<file path="config.mk">
export PLATFORM = sky130hd
export DESIGN_NAME = status_led_pattern_selector_top
export DESIGN_NICKNAME = d
export VERILOG_FILES = /design/src/hdl/slps_pkg.sv /design/src/hdl/status_led_pattern_selector_top.sv /design/src/hdl/slps_period_ctr.sv /design/src/hdl/slps_override.sv
export SDC_FILE = /design/constraint.sdc
export NUM_CORES = 1
export LEC_CHECK = 0
export ABC_CLOCK_PERIOD_IN_PS = 9350
export BUFFER_PORTS_ARGS = -buffer_cell sky130_fd_sc_hd__buf_2
export CAP_MARGIN = 25
export CORE_MARGIN = 1
export CORE_UTILIZATION = 40
export CTS_BUF_LIST = sky130_fd_sc_hd__clkbuf_4 sky130_fd_sc_hd__clkbuf_8
export DETAILED_ROUTE_END_ITERATION = 8
export PLACE_DENSITY = 0.57
export SETUP_SLACK_MARGIN = 0.05
export SLEW_MARGIN = 20
export SYNTH_ARGS = -nofsm -noshare
export SYNTH_HDL_FRONTEND = slang
export SYNTH_SLANG_ARGS = --single-unit
</file>
<file path="constraint.sdc">
create_clock -name clk -period 9.35 [get_ports clk]
set_input_delay 1.4025 -clock clk [delete_from_list [all_inputs] [get_ports clk]]
set_output_delay 1.4025 -clock clk [all_outputs]
set_load 0.05 [all_outputs]
</file>
<file path="src/hdl/slps_pkg.sv">
package slps_pkg;

  localparam int unsigned CfgIdxW   = 3;
  localparam int unsigned CfgDataW  = 16;
  localparam int unsigned PeriodW   = 16;
  localparam int unsigned LevelW    = 7;
  localparam int unsigned HueW      = 9;
  localparam int unsigned TimeWidthDefault = 16;

  typedef enum logic [CfgIdxW-1:0] {
    CFG_SLOW_PERIOD     = 3'd0,
    CFG_FAST_PERIOD     = 3'd1,
    CFG_FEEDBACK_PERIOD = 3'd2,
    CFG_FEEDBACK_DUR    = 3'd3,
    CFG_SATURATION      = 3'd4,
    CFG_BRIGHTNESS      = 3'd5
  } cfg_idx_t;

  typedef enum logic [1:0] {
    EVT_NONE      = 2'd0,
    EVT_LOCKING   = 2'd1,
    EVT_UNLOCKING = 2'd2,
    EVT_FAIL      = 2'd3
  } fb_event_t;

  typedef enum logic [2:0] {
    VS_BOOTING       = 3'd0,
    VS_COMMISSIONING = 3'd1,
    VS_UNLOCKED      = 3'd2,
    VS_LOCKED        = 3'd3,
    VS_LOCKING       = 3'd4,
    VS_UNLOCKING     = 3'd5,
    VS_FAIL          = 3'd6
  } vstate_t;

  localparam logic [PeriodW-1:0] SLOW_PERIOD_RST     = 16'd500;
  localparam logic [PeriodW-1:0] FAST_PERIOD_RST     = 16'd200;
  localparam logic [PeriodW-1:0] FEEDBACK_PERIOD_RST = 16'd150;
  localparam logic [PeriodW-1:0] FEEDBACK_DUR_RST    = 16'd2000;
  localparam logic [LevelW-1:0]  SATURATION_RST      = 7'd100;
  localparam logic [LevelW-1:0]  BRIGHTNESS_RST      = 7'd10;
  localparam logic [LevelW-1:0]  LEVEL_MAX           = 7'd100;

  localparam logic [HueW-1:0] HUE_BLUE   = 9'd240;
  localparam logic [HueW-1:0] HUE_GREEN  = 9'd120;
  localparam logic [HueW-1:0] HUE_ORANGE = 9'd30;
  localparam logic [HueW-1:0] HUE_RED    = 9'd0;

  function automatic logic [LevelW-1:0] cap100(input logic [LevelW-1:0] v);
    return (v > LEVEL_MAX) ? LEVEL_MAX : v;
  endfunction

endpackage

</file>
<file path="src/hdl/status_led_pattern_selector_top.sv">
// Status LED pattern selector. Each accepted input item is one millisecond tick
// and yields exactly one result item, registered in the following cycle, holding
// the visual state and the LED frame (on/off, hue, saturation, brightness) for
// that tick. A new item can be accepted every clock cycle: the three blink
// counters and the override timer update once per accepted tick, and the
// output register takes a new result whenever it is empty or being read in
// the same cycle. Blink phases start at reset and advance only on accepted
// ticks. Configuration writes are always ready; indexes 0 to 5 select slow,
// fast and feedback blink half-periods, feedback duration, saturation and
// brightness, other indexes are ignored.
module status_led_pattern_selector_top #(
  parameter int unsigned TIME_WIDTH = slps_pkg::TimeWidthDefault
) (
  input  logic                          clk,
  input  logic                          rst_n,
  input  logic                          in_valid,
  output logic                          in_ready,
  input  logic                          in_system_ready,
  input  logic                          in_commissioning_open,
  input  logic                          in_door_locked,
  input  logic [1:0]                    in_feedback_event,
  output logic                          out_valid,
  input  logic                          out_ready,
  output logic [2:0]                    out_visual_state,
  output logic                          out_led_on,
  output logic [slps_pkg::HueW-1:0]     out_hue_degrees,
  output logic [slps_pkg::LevelW-1:0]   out_saturation_out,
  output logic [slps_pkg::LevelW-1:0]   out_brightness_out,
  input  logic                          cfg_valid,
  output logic                          cfg_ready,
  input  logic [slps_pkg::CfgIdxW-1:0]  cfg_index,
  input  logic [slps_pkg::CfgDataW-1:0] cfg_data
);
  import slps_pkg::*;

  logic [PeriodW-1:0] slow_period_r, fast_period_r, fb_period_r, fb_dur_r;
  logic [LevelW-1:0]  sat_level_r, bright_level_r;

  logic               accept;
  logic               slow_lit, fast_lit, fb_lit;
  logic [1:0]         ovr_kind;
  vstate_t            vstate;
  logic               lit;
  logic [HueW-1:0]    hue;
  logic [LevelW-1:0]  bright;

  logic               out_valid_r;
  vstate_t            vstate_r;
  logic               led_on_r;
  logic [HueW-1:0]    hue_r;
  logic [LevelW-1:0]  sat_r, bright_r;

  assign cfg_ready = 1'b1;
  assign in_ready  = !out_valid_r || out_ready;
  assign accept    = in_valid && in_ready;

  always_ff @(posedge clk) begin
    if (!rst_n) begin
      slow_period_r  <= SLOW_PERIOD_RST;
      fast_period_r  <= FAST_PERIOD_RST;
      fb_period_r    <= FEEDBACK_PERIOD_RST;
      fb_dur_r       <= FEEDBACK_DUR_RST;
      sat_level_r    <= SATURATION_RST;
      bright_level_r <= BRIGHTNESS_RST;
    end else if (cfg_valid) begin
      case (cfg_index)
        CFG_SLOW_PERIOD:     slow_period_r  <= cfg_data;
        CFG_FAST_PERIOD:     fast_period_r  <= cfg_data;
        CFG_FEEDBACK_PERIOD: fb_period_r    <= cfg_data;
        CFG_FEEDBACK_DUR:    fb_dur_r       <= cfg_data;
        CFG_SATURATION:      sat_level_r    <= cfg_data[LevelW-1:0];
        CFG_BRIGHTNESS:      bright_level_r <= cfg_data[LevelW-1:0];
        default: ;
      endcase
    end
  end

  slps_period_ctr #(.TIME_WIDTH(TIME_WIDTH)) u_slow_ctr (
    .clk(clk), .rst_n(rst_n), .advance(accept), .period(slow_period_r), .lit(slow_lit)
  );

  slps_period_ctr #(.TIME_WIDTH(TIME_WIDTH)) u_fast_ctr (
    .clk(clk), .rst_n(rst_n), .advance(accept), .period(fast_period_r), .lit(fast_lit)
  );

  slps_period_ctr #(.TIME_WIDTH(TIME_WIDTH)) u_fb_ctr (
    .clk(clk), .rst_n(rst_n), .advance(accept), .period(fb_period_r), .lit(fb_lit)
  );

  slps_override #(.TIME_WIDTH(TIME_WIDTH)) u_override (
    .clk(clk), .rst_n(rst_n), .advance(accept), .fb_event(in_feedback_event),
    .duration(fb_dur_r), .kind(ovr_kind)
  );

  always_comb begin
    if (ovr_kind != EVT_NONE) begin
      vstate = vstate_t'(3'(ovr_kind) + 3'(VS_LOCKED));
    end else if (!in_system_ready) begin
      vstate = VS_BOOTING;
    end else if (in_commissioning_open) begin
      vstate = VS_COMMISSIONING;
    end else begin
      vstate = in_door_locked ? VS_LOCKED : VS_UNLOCKED;
    end
  end

  always_comb begin
    unique case (vstate)
      VS_BOOTING: begin
        lit = slow_lit;
        hue = HUE_BLUE;
      end
      VS_COMMISSIONING: begin
        lit = fast_lit;
        hue = HUE_BLUE;
      end
      VS_UNLOCKED: begin
        lit = 1'b1;
        hue = HUE_GREEN;
      end
      VS_LOCKED: begin
        lit = 1'b1;
        hue = HUE_ORANGE;
      end
      VS_LOCKING: begin
        lit = fb_lit;
        hue = HUE_ORANGE;
      end
      VS_UNLOCKING: begin
        lit = fb_lit;
        hue = HUE_GREEN;
      end
      default: begin
        lit = fb_lit;
        hue = HUE_RED;
      end
    endcase
  end

  assign bright = cap100(bright_level_r);

  always_ff @(posedge clk) begin
    if (!rst_n) begin
      out_valid_r <= 1'b0;
    end else if (in_ready) begin
      out_valid_r <= in_valid;
    end
  end

  always_ff @(posedge clk) begin
    if (accept) begin
      vstate_r <= vstate;
      led_on_r <= lit && (bright != '0);
      hue_r    <= hue;
      sat_r    <= cap100(sat_level_r);
      bright_r <= bright;
    end
  end

  assign out_valid          = out_valid_r;
  assign out_visual_state   = vstate_r;
  assign out_led_on         = led_on_r;
  assign out_hue_degrees    = hue_r;
  assign out_saturation_out = sat_r;
  assign out_brightness_out = bright_r;

endmodule

</file>
<file path="src/hdl/slps_period_ctr.sv">
module slps_period_ctr #(
  parameter int unsigned TIME_WIDTH = slps_pkg::TimeWidthDefault
) (
  input  logic                         clk,
  input  logic                         rst_n,
  input  logic                         advance,
  input  logic [slps_pkg::PeriodW-1:0] period,
  output logic                         lit
);
  import slps_pkg::*;

  localparam int unsigned CW = (TIME_WIDTH + 1 > PeriodW + 1) ? TIME_WIDTH + 1 : PeriodW + 1;

  logic [TIME_WIDTH-1:0] count_r, count_nxt;
  logic                  phase_off_r, phase_off_nxt;
  logic [CW-1:0]         sum;
  logic [CW-1:0]         wrapped;
  logic [CW-1:0]         period_ext;
  logic                  period_zero;

  assign period_zero = (period == '0);
  assign period_ext  = CW'(period);
  assign sum         = CW'(count_r) + CW'(1);
  assign wrapped     = CW'(sum[TIME_WIDTH-1:0]);
  assign lit         = period_zero || !phase_off_r;

  always_comb begin
    count_nxt     = count_r;
    phase_off_nxt = phase_off_r;
    if (period_zero) begin
      count_nxt     = '0;
      phase_off_nxt = 1'b0;
    end else if (wrapped >= period_ext || sum >= period_ext) begin
      count_nxt     = '0;
      phase_off_nxt = !phase_off_r;
    end else begin
      count_nxt = sum[TIME_WIDTH-1:0];
    end
  end

  always_ff @(posedge clk) begin
    if (!rst_n) begin
      count_r     <= '0;
      phase_off_r <= 1'b0;
    end else if (advance) begin
      count_r     <= count_nxt;
      phase_off_r <= phase_off_nxt;
    end
  end

endmodule

</file>
<file path="src/hdl/slps_override.sv">
module slps_override #(
  parameter int unsigned TIME_WIDTH = slps_pkg::TimeWidthDefault
) (
  input  logic                         clk,
  input  logic                         rst_n,
  input  logic                         advance,
  input  logic [1:0]                   fb_event,
  input  logic [slps_pkg::PeriodW-1:0] duration,
  output logic [1:0]                   kind
);
  import slps_pkg::*;

  localparam int unsigned DW = (TIME_WIDTH > PeriodW) ? TIME_WIDTH : PeriodW;

  logic [1:0]            kind_r, kind_nxt;
  logic [TIME_WIDTH-1:0] left_r, left_nxt;
  logic [TIME_WIDTH-1:0] left_cur;
  logic [TIME_WIDTH-1:0] left_dec;
  logic [1:0]            kind_load;
  logic [DW-1:0]         dur_ext;

  assign dur_ext = DW'(duration);

  always_comb begin
    if (fb_event != EVT_NONE) begin
      kind_load = fb_event;
      left_cur  = dur_ext[TIME_WIDTH-1:0];
    end else begin
      kind_load = kind_r;
      left_cur  = left_r;
    end
    kind     = (left_cur == '0) ? EVT_NONE : kind_load;
    left_dec = left_cur - TIME_WIDTH'(1);
    if (kind != EVT_NONE) begin
      left_nxt = left_dec;
      kind_nxt = (left_dec == '0) ? EVT_NONE : kind;
    end else begin
      left_nxt = left_cur;
      kind_nxt = EVT_NONE;
    end
  end

  always_ff @(posedge clk) begin
    if (!rst_n) begin
      kind_r <= EVT_NONE;
      left_r <= '0;
    end else if (advance) begin
      kind_r <= kind_nxt;
      left_r <= left_nxt;
    end
  end

endmodule
</file>
==> impl_metrics.yaml <==
job:
  drv_cap: 0
drt:
  dr.pass1.iters: 4
  wl_per_cell_um: 17.0
  vias_per_cell: 5.51
  drc: 0
  dr.first_iter.drc_count: 449
  routed_wl_mm: 25.4
  ant_nets: 0
  route.vias.total: 8225
global_route:
  grt_max_degree: 56
  grt_usage_pct: 21.5
  grt_pass1_vias: 7586
  grt_overflow: 0
  antenna_found_initial: 1
  grt_pass1_wl_mm: 40.9
yosys:
  post_synth_instance_area_um2: 9450
  syn_inst: 1145
  synth_top_cell_by_area: "dfxtp_1"
  synth-async-reset-ratio_pct: 0
  synth_cell_type_count: 72
  yosysSeqAreaShare_pct: 38.6
  synth.ff_latch_count: 171
  synth.avg_cell_area_um2: 8.26
  synth.most_common_cell: "nand2_1"
  ys.flop_type: "dfxtp_1"
  synth_edf_count: 23
  netlist.area_leader.share_pct: 31.3
  synth_common_cells: "nand2_1, dfxtp_1, a21oi_1, inv_1, nor2_1"
  ys_warn_count: 0
  synthTopCellsByArea: "dfxtp_1, nand2_1, edfxtp_1"
die:
  dieWidth_um: 156
  io_pins: 59
  rows: 55
  fp.dieH_um: 156
  coreArea_um2: 22900
  die_area_um2: 24300
  initial_core_util_pct: 41.3
timing:
  max-slew-margin-rel_pct: 45.4
  final.period_utilization_pct: 51.8
  rsz0062_at_grt: "false"
  finalMaxSlewViolations: 0
  setup_tns_ns: 0
  max_slew.worst_pin.slew_ns: 0.817
  final.min_clock_period_ns: 4.85
  worst_slack_ns: 4.50
  finalClockSkew_ns: 0.0160
  setup_viol: 0
  max_freq_mhz: 206
  hold_viol_final: 0
cts:
  clock_latency_ns: 0.48
  h-tree-depth: 4
  root_buffer: "clkbuf_8"
  cts_buffers: 17
  clockBufferDepth: 2
  cts.repair.resized: 0
  cts_tree: "done"
  cts_sinks: 171
  cts_hold_buf: 0
  path_clk_slew_ns: 0.09
  post_cts_buffers: 0
power_and_ir_drop:
  power.density_nw_per_um2: 149
  p_leak_nw: 4.10
  power_mw: 1.55
  peakVddDrop_uv: 72.8
cells_and_area:
  drive_gt1_share_pct: 10.6
  area_growth_pct: 9.81
  fin_nets: 1249
  fill_cells: 2319
worst_setup_path:
  critPathMaxStageDelay_ns: 0.70
  slowest_stage: "nor2_2"
  r2r_cells: 12
  worst-path-buf-inv: 3
  critPathTopFamily: "simple AND/OR/NAND/NOR gates"
  r2r_end: "u_fast_ctr.count_r[2]"
  crit_path_end_kind: "flip-flop"
  reg2reg_from: "u_fast_ctr.count_r[2]"
  cp-startpoint: "in_feedback_event[1]"
  cp_num_cells: 12
  arrival_ns: 5.04
  crit_end: "out_hue_degrees[3]"
  crit_fanout: 21
  worst_setup_path_start_kind: "primary input"
  r2r_setup_slack_ns: 5.41
  path_class: "primary input to flip-flop"
  path_cells: "buf_2, or2_1, buf_4, mux2i_1, ha_1, o2111ai_1, nor3_2, a31oi_1, nor2_2, inv_2, nor2_1, a21oi_1"
  cp_data_required_time_ns: 9.54
placement:
  gp_congestion: 0.938
  hpwlAfterDp_mm: 17.8
  pre_cts_ws_ns: 4.11
  port_buffers: 55
run_status:
  status: "finished clean"
worst_hold_path:
  hold_class: "flip-flop to flip-flop"
[flip-flops by register name, summed over array words and instances (netlist names)]
| name | flops |
|---|---|
| sat_level_r | 7 |
| u_fast_ctr.phase_off_r | 1 |
| fb_period_r | 16 |
| out_valid | 1 |
| out_saturation_out | 7 |
| fb_dur_r | 16 |
| u_fast_ctr.count_r | 16 |
| out_hue_degrees | 5 |
| out_brightness_out | 7 |
| u_slow_ctr.phase_off_r | 1 |
| out_led_on | 1 |
| u_override.kind_r | 2 |
| u_slow_ctr.count_r | 16 |
| out_visual_state | 3 |
| bright_level_r | 7 |
| fast_period_r | 16 |
| u_fb_ctr.count_r | 16 |
| u_fb_ctr.phase_off_r | 1 |
| slow_period_r | 16 |
| u_override.left_r | 16 |
[worst min path at each step]
stage                      startpoint                endpoint  slack [ns]  cells past startpoint
2_1_floorplan             fb_dur_r[1]             fb_dur_r[1]        0.44                      2
3_3_place_gp   u_fast_ctr.count_r[15]  u_fast_ctr.count_r[15]        0.44                      2
3_5_place_dp   u_fast_ctr.count_r[11]  u_fast_ctr.count_r[11]        0.45                      2
4_1_cts        u_fast_ctr.count_r[11]  u_fast_ctr.count_r[11]        0.46                      2
5_1_grt        u_fast_ctr.count_r[11]  u_fast_ctr.count_r[11]        0.50                      2
6_report       u_fast_ctr.count_r[11]  u_fast_ctr.count_r[11]        0.46                      2
[per-layer routing]
| layer | GRT usage, % | routed length, µm | share of wire, % | vias up |
|---|---|---|---|---|
| met1 | 29.7 | 12400 | 49 | 3854 |
| met2 | 34.4 | 11500 | 45 | 183 |
| met4 | 6.12 | 384 | 1.5 | 0 |
| met3 | 3.61 | 1050 | 4.1 | 23 |
| li1 | - | - | - | 4165 |
| met5 | 0 | 0 | 0 | - |
[worst reg2reg max path, cell delays in order (launching register included)]
cell and delay [ns]:
dfxtp_1 0.44, nand3_1 0.21, nor3_1 0.68, nand2_1 0.17, nor2_1 0.17, xnor2_1 0.17, ha_1 0.28, a21oi_1 0.14
o311ai_1 0.11, buf_4 0.19, nor2_1 0.63, o211ai_1 0.41, o211ai_1 0.27
[final cells by class]
cell class | instances | area (µm²) | share of cell area (%)
clock buffers | 17 | 234 | 2.25
diodes | 1 | 2.50 | 0.0241
well taps | 313 | 392 | 3.77
repair buffers | 66 | 358 | 3.45
clock inverters | 15 | 196 | 1.89
flip-flops and latches | 171 | 3650 | 35.2
multi-input cells | 849 | 5310 | 51.2
inverters | 62 | 233 | 2.24
[per-stage QoR]
stage          util, %  cell area (µm²)  std cells  hold WS, ns
6_report          45.3            10400       1494        0.459
5_1_grt           45.3            10400       1493        0.496
4_1_cts           45.3            10400       1493        0.460
3_5_place_dp      43.4             9950       1461        0.447
3_3_place_gp      43.4             9940       1461        0.442
2_1_floorplan        -             9460       1146        0.436
[cell usage in the layout (no fill, tap or decap), drive strengths merged, types with 22 or more instances in the layout]
cell type	instances
buf	66
edfxtp	23
nor4	23
xnor2	24
nand2	200
a21oi	100
xor2	22
nor2	58
dfxtp	148
nand3	50
o21ai	35
o211ai	39
a32o	28
inv	69
ha	53
[kinds of logic after synthesis]
family	share of synthesized area, %
xor gates and xnor gates	4.26
AOI/OAI and AO/OA	20.5
adders and majority gates	7.02
buffers and inverters	5.40
muxes	2.30
and+or+nand+nor	21.8
DFF	38.6
other	0.0794
[report_power, final]
part	switching [mW]	internal, mW
sequential	0.0198	0.768
combinational	0.134	0.0561
clock	0.315	0.253
Power figures use the tool's default switching activity.
